`src/ascf_pkg.sv`:
```
// Shared types and constants for the ASCII time frame parser.
// No dependencies; every other file imports this package.
package ascf_pkg;

    localparam int FRAME_BYTES = 23;
    localparam int POS_W       = 5;
    localparam int CNT_W       = 12;

    localparam logic [POS_W-1:0] POS_MAX    = 5'd31;
    localparam logic [POS_W-1:0] POS_FULL   = 5'(FRAME_BYTES);
    localparam logic [CNT_W-1:0] RESYNC_RST = 12'd3600;

    // input item kinds
    localparam logic FUNC_BYTE = 1'b0;
    localparam logic FUNC_TICK = 1'b1;

    // control characters
    localparam logic [7:0] CH_START = 8'h5E;  // '^'
    localparam logic [7:0] CH_END   = 8'h24;  // '$'
    localparam logic [7:0] CH_NETOFF = 8'h2E; // '.'
    localparam logic [7:0] CH_ZERO  = 8'h30;  // '0'

    localparam logic [2:0] WD_NONE = 3'd7;

    typedef logic [FRAME_BYTES-1:0][7:0] t_frame;

    // letter sums of the weekday names, Sunday first
    localparam logic [6:0][7:0] DAY_SUMS = {
        8'hE8, 8'hE1, 8'hF1, 8'hE0, 8'hEE, 8'hEA, 8'hF6
    };

    typedef struct packed {
        logic       time_write;
        logic [7:0] seconds_bcd;
        logic [7:0] minutes_bcd;
        logic [7:0] hours_bcd;
        logic [2:0] weekday;
        logic [7:0] day_bcd;
        logic [7:0] month_bcd;
        logic [7:0] year_bcd;
        logic [7:0] century_bcd;
        logic       network_on;
    } t_result;

endpackage

```
`src/ascf_frame_store.sv`:
```
// Frame character store: 23 byte registers written at the write position.
// Depends on ascf_pkg.
module ascf_frame_store
    import ascf_pkg::*;
(
    input  logic             i_clk,
    input  logic             i_we,
    input  logic [POS_W-1:0] i_addr,
    input  logic [7:0]       i_data,
    output t_frame           o_frame
);

    t_frame r_frame;

    // no reset: entries are only read after a full frame was written
    for (genvar g = 0; g < FRAME_BYTES; g++) begin : g_entry
        always_ff @(posedge i_clk) begin
            if (i_we && (i_addr == POS_W'(g))) begin
                r_frame[g] <= i_data;
            end
        end
    end

    assign o_frame = r_frame;

endmodule

```
`src/ascf_decoder.sv`:
```
// Frame decoder: packs digit pairs into BCD and matches the weekday name.
// Depends on ascf_pkg.
module ascf_decoder
    import ascf_pkg::*;
(
    input  t_frame  i_frame,
    input  logic    i_decode,
    input  logic    i_net,
    output t_result o_result
);

    function automatic logic [7:0] bcd_pair(input logic [7:0] hi, input logic [7:0] lo);
        logic [7:0] h;
        logic [7:0] l;
        h = hi - CH_ZERO;
        l = lo - CH_ZERO;
        return {h[3:0], 4'b0000} | l;
    endfunction

    logic [7:0] w_sum;
    logic [2:0] w_wd;

    assign w_sum = i_frame[11] + i_frame[12] + i_frame[13];

    // scan downward so the lowest matching day wins
    always_comb begin
        w_wd = WD_NONE;
        for (int i = 6; i >= 0; i--) begin
            if (w_sum == DAY_SUMS[i]) begin
                w_wd = 3'(i);
            end
        end
    end

    always_comb begin
        o_result = '0;
        if (i_decode) begin
            o_result.time_write  = 1'b1;
            o_result.seconds_bcd = bcd_pair(i_frame[21], i_frame[22]);
            o_result.minutes_bcd = bcd_pair(i_frame[18], i_frame[19]);
            o_result.hours_bcd   = bcd_pair(i_frame[15], i_frame[16]);
            o_result.weekday     = w_wd;
            o_result.day_bcd     = bcd_pair(i_frame[8], i_frame[9]);
            o_result.month_bcd   = bcd_pair(i_frame[5], i_frame[6]);
            o_result.year_bcd    = bcd_pair(i_frame[2], i_frame[3]);
            o_result.century_bcd = bcd_pair(i_frame[0], i_frame[1]);
        end
        o_result.network_on = i_net;
    end

endmodule

```
`src/ascf_out_skid.sv`:
```
// Result register with a one-entry skid stage behind it.
// Depends on ascf_pkg.
module ascf_out_skid
    import ascf_pkg::*;
(
    input  logic    i_clk,
    input  logic    i_rst_n,
    input  logic    i_valid,
    input  t_result i_data,
    output logic    o_ready,
    output logic    o_valid,
    output t_result o_data,
    input  logic    i_ready
);

    logic    r_out_valid, n_out_valid;
    logic    r_skid_valid, n_skid_valid;
    t_result r_out, n_out;
    t_result r_skid, n_skid;
    logic    w_pop;

    assign o_ready = !r_skid_valid;
    assign w_pop   = r_out_valid && i_ready;

    always_comb begin
        n_out_valid  = r_out_valid;
        n_skid_valid = r_skid_valid;
        n_out        = r_out;
        n_skid       = r_skid;
        if (r_skid_valid) begin
            if (w_pop) begin
                n_out        = r_skid;
                n_skid_valid = 1'b0;
            end
        end else if (i_valid) begin
            if (!r_out_valid || w_pop) begin
                n_out       = i_data;
                n_out_valid = 1'b1;
            end else begin
                n_skid       = i_data;
                n_skid_valid = 1'b1;
            end
        end else if (w_pop) begin
            n_out_valid = 1'b0;
        end
    end

    always_ff @(posedge i_clk) begin
        if (!i_rst_n) begin
            r_out_valid  <= 1'b0;
            r_skid_valid <= 1'b0;
        end else begin
            r_out_valid  <= n_out_valid;
            r_skid_valid <= n_skid_valid;
        end
        r_out  <= n_out;
        r_skid <= n_skid;
    end

    assign o_valid = r_out_valid;
    assign o_data  = r_out;

endmodule

```
`src/ascii_time_frame_parser.sv`:
```
// Top level of the ASCII time frame parser: control state, frame store,
// decoder and result buffer. Depends on ascf_pkg and the ascf_* modules.
//
//  channel   direction  handshake                    payload
//  input     in         i_in_valid / o_in_ready      i_func, i_rx_byte
//  result    out        o_out_valid / i_out_ready    o_time_write .. o_network_on
//  config    in         i_cfg_we (no wait)           i_cfg_data (resync seconds)
//
// One transaction per cycle while o_in_ready is high: the control state (write
// position, update mark, network flag, seconds counter) and the result register,
// or the skid stage if it is full, load at the edge that takes a transaction.
// Reset is synchronous and active low; it clears the control state and sets
// the resync limit to 3600. The frame store has no reset.
// A stalled result side is absorbed by a one-entry skid stage; input ready
// drops only while that stage is occupied.
module ascii_time_frame_parser
    import ascf_pkg::*;
(
    input  logic             i_clk,
    input  logic             i_rst_n,
    input  logic             i_in_valid,
    output logic             o_in_ready,
    input  logic             i_func,
    input  logic [7:0]       i_rx_byte,
    input  logic             i_cfg_we,
    input  logic [CNT_W-1:0] i_cfg_data,
    output logic             o_out_valid,
    input  logic             i_out_ready,
    output logic             o_time_write,
    output logic [7:0]       o_seconds_bcd,
    output logic [7:0]       o_minutes_bcd,
    output logic [7:0]       o_hours_bcd,
    output logic [2:0]       o_weekday,
    output logic [7:0]       o_day_bcd,
    output logic [7:0]       o_month_bcd,
    output logic [7:0]       o_year_bcd,
    output logic [7:0]       o_century_bcd,
    output logic             o_network_on
);

    logic [POS_W-1:0] r_write_pos, n_write_pos;
    logic             r_updated, n_updated;
    logic             r_net, n_net;
    logic [CNT_W-1:0] r_sec_cnt, n_sec_cnt;
    logic [CNT_W-1:0] r_resync;

    logic             w_accept;
    logic [CNT_W-1:0] w_cnt0;
    logic [CNT_W-1:0] w_cnt1;
    logic             w_mark0;
    logic             w_store_we;
    logic             w_decode;
    t_frame           w_frame;
    t_result          w_result;
    t_result          w_out;

    assign w_accept = i_in_valid && o_in_ready;

    // resync check ahead of the item: stale count clears the update mark
    assign w_cnt0  = (r_sec_cnt > r_resync) ? '0 : r_sec_cnt;
    assign w_mark0 = (r_sec_cnt > r_resync) ? 1'b0 : r_updated;
    assign w_cnt1  = w_cnt0 + 1'b1;

    always_comb begin
        n_write_pos = r_write_pos;
        n_updated   = w_mark0;
        n_net       = r_net;
        n_sec_cnt   = w_cnt0;
        w_store_we  = 1'b0;
        w_decode    = 1'b0;
        if (i_func == FUNC_TICK) begin
            // count the tick, then check the limit again
            if (w_cnt1 > r_resync) begin
                n_sec_cnt = '0;
                n_updated = 1'b0;
            end else begin
                n_sec_cnt = w_cnt1;
            end
        end else begin
            case (i_rx_byte)
                CH_NETOFF: n_net = 1'b0;
                CH_START:  n_write_pos = '0;
                CH_END: begin
                    n_net = 1'b1;
                    if (!w_mark0) begin
                        n_updated = 1'b1;
                        w_decode  = (r_write_pos == POS_FULL);
                    end
                end
                default: begin
                    // store while room is left, then saturate the position
                    w_store_we = (r_write_pos < POS_FULL);
                    if (r_write_pos != POS_MAX) begin
                        n_write_pos = r_write_pos + 1'b1;
                    end
                end
            endcase
        end
    end

    always_ff @(posedge i_clk) begin
        if (!i_rst_n) begin
            r_write_pos <= '0;
            r_updated   <= 1'b0;
            r_net       <= 1'b0;
            r_sec_cnt   <= '0;
            r_resync    <= RESYNC_RST;
        end else begin
            if (w_accept) begin
                r_write_pos <= n_write_pos;
                r_updated   <= n_updated;
                r_net       <= n_net;
                r_sec_cnt   <= n_sec_cnt;
            end
            if (i_cfg_we) begin
                r_resync <= i_cfg_data;
            end
        end
    end

    ascf_frame_store u_store (
        .i_clk   (i_clk),
        .i_we    (w_accept && w_store_we),
        .i_addr  (r_write_pos),
        .i_data  (i_rx_byte),
        .o_frame (w_frame)
    );

    ascf_decoder u_decoder (
        .i_frame  (w_frame),
        .i_decode (w_decode),
        .i_net    (n_net),
        .o_result (w_result)
    );

    ascf_out_skid u_out (
        .i_clk   (i_clk),
        .i_rst_n (i_rst_n),
        .i_valid (i_in_valid),
        .i_data  (w_result),
        .o_ready (o_in_ready),
        .o_valid (o_out_valid),
        .o_data  (w_out),
        .i_ready (i_out_ready)
    );

    assign o_time_write  = w_out.time_write;
    assign o_seconds_bcd = w_out.seconds_bcd;
    assign o_minutes_bcd = w_out.minutes_bcd;
    assign o_hours_bcd   = w_out.hours_bcd;
    assign o_weekday     = w_out.weekday;
    assign o_day_bcd     = w_out.day_bcd;
    assign o_month_bcd   = w_out.month_bcd;
    assign o_year_bcd    = w_out.year_bcd;
    assign o_century_bcd = w_out.century_bcd;
    assign o_network_on  = w_out.network_on;

`ifndef SYNTHESIS
    // an accepted end character always leaves the update mark set
    a_end_marks: assert property (@(posedge i_clk) disable iff (!i_rst_n)
        (w_accept && i_func == FUNC_BYTE && i_rx_byte == CH_END) |=> r_updated)
        else $error("update mark not set after end character");

    // a start character rewinds the write position
    a_start_rewinds: assert property (@(posedge i_clk) disable iff (!i_rst_n)
        (w_accept && i_func == FUNC_BYTE && i_rx_byte == CH_START)
        |=> (r_write_pos == '0))
        else $error("write position not cleared by start character");

    // after a tick the counter never sits above the limit
    a_tick_bounded: assert property (@(posedge i_clk) disable iff (!i_rst_n)
        (w_accept && i_func == FUNC_TICK) |=> (r_sec_cnt <= $past(r_resync)))
        else $error("seconds counter above resync limit after tick");

    // input stalls only while a result is waiting in the output register
    a_stall_has_result: assert property (@(posedge i_clk) disable iff (!i_rst_n)
        !o_in_ready |-> o_out_valid)
        else $error("input stalled with no pending result");
`endif

endmodule

```
`config.mk`:
```
export PLATFORM = sky130hd
export DESIGN_NAME = ascii_time_frame_parser
export DESIGN_NICKNAME = d
export VERILOG_FILES = /design/src/ascf_pkg.sv /design/src/ascf_frame_store.sv /design/src/ascf_decoder.sv /design/src/ascf_out_skid.sv /design/src/ascii_time_frame_parser.sv
export SDC_FILE = /design/constraint.sdc
export NUM_CORES = 1
export LEC_CHECK = 0
export BUFFER_PORTS_ARGS = -buffer_cell sky130_fd_sc_hd__buf_4
export CAP_MARGIN = 20
export CORE_MARGIN = 2
export CORE_UTILIZATION = 40
export CTS_BUF_LIST = sky130_fd_sc_hd__clkbuf_4
export DETAILED_ROUTE_END_ITERATION = 8
export GPL_TIMING_DRIVEN = 1
export HOLD_SLACK_MARGIN = 0.08
export PLACE_DENSITY = 0.54
export RECOVER_POWER = 50
export SLEW_MARGIN = 0
export SYNTH_ARGS = -nofsm -noshare
export SYNTH_HDL_FRONTEND = slang
export SYNTH_HIERARCHICAL = 1
export SYNTH_SLANG_ARGS = --single-unit
```
`constraint.sdc`:
```
create_clock -name i_clk -period 5.35 [get_ports i_clk]
set_clock_uncertainty 0.1 [all_clocks]
set_input_delay 0.2675 -clock i_clk [delete_from_list [all_inputs] [get_ports i_clk]]
set_output_delay 0.2675 -clock i_clk [all_outputs]
set_load 0.01 [all_outputs]
```
==> impl_metrics.tcl, run 1 <==
set metrics [dict create \
    run_status "finished, violations left" \
    violations "capacitance limit, slew limit" \
    avgSynthCellArea_sq_um 14.3 \
    gr-total-overflow 0 \
    fin_nets 1066 \
    routedWlPerCell_um 16.3 \
    slowest_delay_ns 0.89 \
    syn2layout_area_growth_pct 19.4 \
    cp_data_required_time_ns 5.75 \
    slew_viol_final 128 \
    initial_utilization 0.409 \
    cts_buffer_depth 3 \
    cts_setup_buffers 0 \
    path_cells "dlygate4sd3_1 > clkbuf_1 > nor3b_2 > nand2_1 > or4_1 > a211oi_4 > inv_1 > buf_4 > o311ai_1 > mux2_2" \
    coreArea_sq_um 28000 \
    die_x_um 173 \
    hold_violations 0 \
    r2r_slack_ns 1.45 \
    clock_latency_ns 0.66 \
    finalCoreUtilization 0.488 \
    grt_max_degree 66 \
    cts_tree "built" \
    synthCells 803 \
    fmax_ghz 0.251 \
    drt_iter0_drc 423 \
    leakagePower_nw 4.91 \
    viasPerCell 4.93 \
    crit_arrival_ns 4.39 \
    grt_pass1_vias 7209 \
    gp_congestion 0.764 \
    tns_ns 0 \
    hpwl_mm 13.9 \
    boundaryPins 89 \
    drive_above_1_share 0.209 \
    numCtsBuffers 72 \
    slew_headroom -1.41 \
    root_buffer "clkbuf_4" \
    worst_pin_slew_ns 3.62 \
    synth_area_sq_um 11500 \
    cp_slowest_cell "clkbuf_1" \
    whs_ns 0.373 \
    io_buffers 88 \
    startpoint_type "input pin" \
    crit_path_max_fanout 31 \
    grt_pass1_wl_mm 38.0 \
    final.min_clock_period_ns 3.99 \
    globalRouteTotalUtil 0.160 \
    crit_path_end_kind "flop" \
    dr.pass1.iters 5 \
    cts_sinks 263 \
    ir_worst_vdd_v 0.000175 \
    die_h_um 173 \
    crit_type "in2reg" \
    postRouteAntennaNets 0 \
    setup_violations 0 \
    cts_max_level 3 \
    rows 61 \
    maxCapViolCount 2 \
    dieArea_sq_um 30000 \
    ctsResizeCount 0 \
    grt_setup_unrepaired "no" \
    dr_total_vias 7010 \
    wl_mm 23.2 \
    syn_nets 876 \
    antenna_found_initial 1 \
    cts.clk_slew.worst_paths_ns 0.06 \
    period_share 0.745 \
    route.detailed.drc 0 \
    p_per_area_nw_per_um2 328 \
    ys_warn_count 6 \
    min_path_type "reg2reg" \
]
## registers in the layout (all words and copies together), names as in the netlist, 5 cells and up
name,flops
u_store/o_frame,108
u_out/r_skid,61
r_write_pos,5
u_out/o_data,61
r_sec_cnt,12
r_resync,12
## layout by cell type, fill, tap and decap left out, drive strengths merged, types with 3 or more instances in the layout
| master | count |
|---|---|
| a211oi | 4 |
| a21o | 4 |
| a21oi | 40 |
| and2 | 35 |
| and3 | 5 |
| buf | 18 |
| bufinv | 3 |
| clkbuf | 192 |
| clkinv | 7 |
| dfxtp | 33 |
| dlygate4sd3 | 45 |
| edfxtp | 230 |
| fa | 8 |
| ha | 39 |
| inv | 32 |
| mux2 | 63 |
| mux2i | 11 |
| nand2 | 31 |
| nand2b | 6 |
| nand3 | 14 |
| nand4 | 11 |
| nand4b | 6 |
| nand4bb | 3 |
| nor2 | 82 |
| nor2b | 4 |
| nor3 | 12 |
| nor3b | 3 |
| o2111ai | 10 |
| o211ai | 9 |
| o21a | 12 |
| o21ai | 18 |
| o311ai | 3 |
| or3 | 3 |
| xnor2 | 14 |
| xor2 | 9 |
## metal layers
layer / global-route usage / part of all wire / up-vias
li1: - / - / 3437
met1: 0.212 / 0.46 / 3370
met2: 0.256 / 0.46 / 170
met3: 0.0365 / 0.055 / 33
met4: 0.0614 / 0.016 / 0
met5: 0 / 0 / -
## power by group
group / switching, W / internal [W] / leakage (nW)
Clock: 0.000797 / 0.00109 / 0.581
Combinational: 0.000155 / 0.000108 / 2.00
Sequential: 0.0000226 / 0.00231 / 2.33
Total: 0.000974 / 0.00351 / 4.91
## through the flow
step	total power [W]	std cells	setup WS, ns	cell area (sq um)
2_1_floorplan	0.00251	803	1.05	11500
3_5_place_dp	0.00264	1251	1.76	12500
4_1_cts	0.00461	1420	1.68	14000
3_3_place_gp	0.00264	1251	1.87	12500
6_report	0.00448	1422	1.36	13700
5_1_grt	0.00470	1422	0.976	13700
## critical path, delay by kind of cell
| kind | cells | cell delay (ns) |
|---|---|---|
| muxes | 1 | 0.21 |
| AOI/OAI and AO/OA | 2 | 1.03 |
| buffers and inverters | 4 | 1.76 |
| and+or+nand+nor | 3 | 1.10 |
## repair_timing
| item | in CTS | in global routing |
|---|---|---|
| endpoints found under the hold margin | 140 | 0 |
| endpoints found under the setup margin | 0 | 0 |
| hold buffers | 45 | 0 |
## final cells by class
cell class                      instances  area, sq um
Clock inverter                         12          139
Multi-Input combinational cell        482         3630
Clock buffer                          112          841
Inverter                               31          116
Antenna cell                            1         2.50
Timing Repair Buffer                  143          906
Sequential cell                       263         7570
Tap cell                              378          473
Fill cell                            2552        14300
## worst paths after layout
| check | startpoint | end | cells after the start |
|---|---|---|---|
| setup / recovery | i_rx_byte[2] | u_out/o_data[35] | 10 |
| hold / removal | r_net | r_net | 2 |
| setup reg to reg | u_out/o_valid | u_out/r_skid[11] | 2 |
| hold reg to reg | r_net | r_net | 2 |
(Power assumes the default switching activity.)
==> inputs of run 2 (changes only) <==
==> constraint.sdc (replaced) <==
create_clock -name i_clk -period 4.2 [get_ports i_clk]
set_clock_uncertainty 0.1 [all_clocks]
set_input_delay 0.21 -clock i_clk [delete_from_list [all_inputs] [get_ports i_clk]]
set_output_delay 0.21 -clock i_clk [all_outputs]
set_load 0.01 [all_outputs]
==> impl_metrics.tcl, run 2 (synthesis results as in run 1) <==
set metrics [dict create \
    final_common_cell "edfxtp_1" \
    most-common-layout-cells "230 x edfxtp_1, 110 x clkbuf_4, 82 x nor2_1" \
    path_cells "ha_1 > nor2b_1 > o211ai_1 > a21oi_1 > o41ai_4 > buf_4 > o21a_1 > ha_1 > a21oi_1 > o21a_1 > o211ai_1 > o21ai_1 > buf_4 > nor2_1 > o41ai_1" \
    grt_max_degree 66 \
    grt_pass1_wl_mm 37.8 \
    numPlacedInstances 1253 \
    slew_viol_final 128 \
    multiInputGateArea_sq_um 3630 \
    cts_tree "built" \
    largest_reg_flops 108 \
    initial_utilization 0.409 \
    violations "capacitance limit, slew limit" \
    antenna_found_initial 1 \
    fmax_ghz 0.257 \
    crit_path_end_kind "flop" \
    globalRouteTotalUtil 0.160 \
    period_share 0.927 \
    hold_buffers 50 \
    tns_ns 0 \
    finalNonFillerCells 1430 \
    gr-total-overflow 0 \
    drt_iter0_drc 390 \
    die_h_um 173 \
    maxCapViolCount 2 \
    hp-start "i_func" \
    grt_pass1_vias 7241 \
    fin_nets 1073 \
    cts.clk_slew.worst_paths_ns 0.06 \
    ctsResizeCount 0 \
    clock_latency_ns 0.68 \
    hold_end "r_sec_cnt[0]" \
    boundaryPins 89 \
    cp_num_buf_inv 2 \
    viasPerCell 4.97 \
    dr.pass1.iters 5 \
    min_path_type "in2reg" \
    worstSetupPathDepth 15 \
    io_buffers 88 \
    crit_type "reg2reg" \
    coreArea_sq_um 28000 \
    ir_worst_vdd_v 0.000168 \
    worst_pin_slew_ns 1.85 \
    p_int_w 0.00435 \
    postRouteAntennaNets 0 \
    p_per_area_nw_per_um2 410 \
    r2r-end "r_sec_cnt[5]" \
    r2r_cells 15 \
    grt_setup_unrepaired "no" \
    gp_congestion 0.805 \
    hold_violations 0 \
    cp_data_required_time_ns 4.64 \
    slew_headroom -0.231 \
    crit_path_max_fanout 14 \
    root_buffer "clkbuf_4" \
    syn2layout_area_growth_pct 19.5 \
    top_usage_layer "met2" \
    numCtsBuffers 73 \
    drive_above_1_share 0.199 \
    cts_buffer_depth 3 \
    regArea_sq_um 7570 \
    cts_sinks 263 \
    clockPowerShare 0.410 \
    die_x_um 173 \
    p_switching_w 0.00126 \
    wl_mm 23.7 \
    cp_top_family "compound AO/OA/AOI/OAI gates" \
    min_path_cells 4 \
    comb_power_share 0.061 \
    routedWlPerCell_um 16.6 \
    switching_share 0.224 \
    setup_violations 0 \
    r2r-start "r_sec_cnt[1]" \
    hpwl_mm 13.9 \
    cp_slowest_cell "o41ai_4" \
    startpoint_type "flop" \
    crit_arrival_ns 4.33 \
    r2r_slack_ns 0.31 \
    final.min_clock_period_ns 3.89 \
    slowest_delay_ns 0.72 \
    leakagePower_nw 4.90 \
    dieArea_sq_um 30000 \
    cts_max_level 3 \
    seqPwrFrac 0.529 \
    gr-usage-met3 0.0453 \
    dr_total_vias 7109 \
    cts_setup_buffers 0 \
    route.detailed.drc 0 \
    grt.met2_usage 0.252 \
    rows 61 \
    run_status "finished, violations left" \
    num-fill-cells 2591 \
    met1_usage 0.209 \
]
==> run 2: cell type report <==
cell class                      count  share of cell area
Multi-Input combinational cell    482               0.265
Clock buffer                      106              0.0582
Timing Repair Buffer              149              0.0702
Tap cell                          378              0.0346
Sequential cell                   263               0.553
Clock inverter                     20             0.00988
Antenna cell                        1            0.000183
Inverter                           31             0.00851
==> run 2: through the flow <==
stage                     cell area, sq um  utilization  power [W]  setup slack [ns]  hold WS, ns
after floorplan                      11500            -    0.00320             0.864        0.207
after global placement               12500        0.448    0.00337             0.447        0.311
after detailed placement             12500        0.448    0.00337             0.339        0.317
after CTS                            14000        0.499    0.00574             0.298        0.271
after global routing                 13700        0.488    0.00586           0.00962        0.302
final                                13700        0.488    0.00561             0.309        0.307
==> run 2: worst min-delay path: stages <==
cell and delay, ns:
dlygate4sd3_1 0.53, buf_4 0.17, nand3_1 0.07, o32ai_1 0.06
==> run 2: how the worst max path moves through the flow <==
stage                  from            to  slack [ns]
2_1_floorplan  r_sec_cnt[1]  r_sec_cnt[4]        0.86
3_3_place_gp   r_sec_cnt[1]  r_sec_cnt[5]        0.45
3_5_place_dp   r_sec_cnt[1]  r_sec_cnt[5]        0.34
5_1_grt        r_sec_cnt[1]  r_sec_cnt[5]        0.01
6_report       r_sec_cnt[1]  r_sec_cnt[5]        0.31
4_1_cts        r_sec_cnt[1]  r_sec_cnt[5]        0.30
==> run 2: routing by layer <==
| layer | vias to the layer above | wire length, um |
|---|---|---|
| li1 | 3465 | - |
| met2 | 199 | 10500 |
| met4 | 0 | 723 |
| met5 | - | 0 |
| met1 | 3383 | 11200 |
| met3 | 62 | 1280 |
==> run 2: power groups by stage <==
stage / registers [W] / clock network (W) / logic, W
global route: 0.00298 / 0.00251 / 0.000376
finish: 0.00297 / 0.00230 / 0.000344
CTS: 0.00297 / 0.00238 / 0.000389
floorplan: 0.00305 / 0 / 0.000150
detailed placement: 0.00302 / 0 / 0.000347
global placement: 0.00302 / 0 / 0.000348
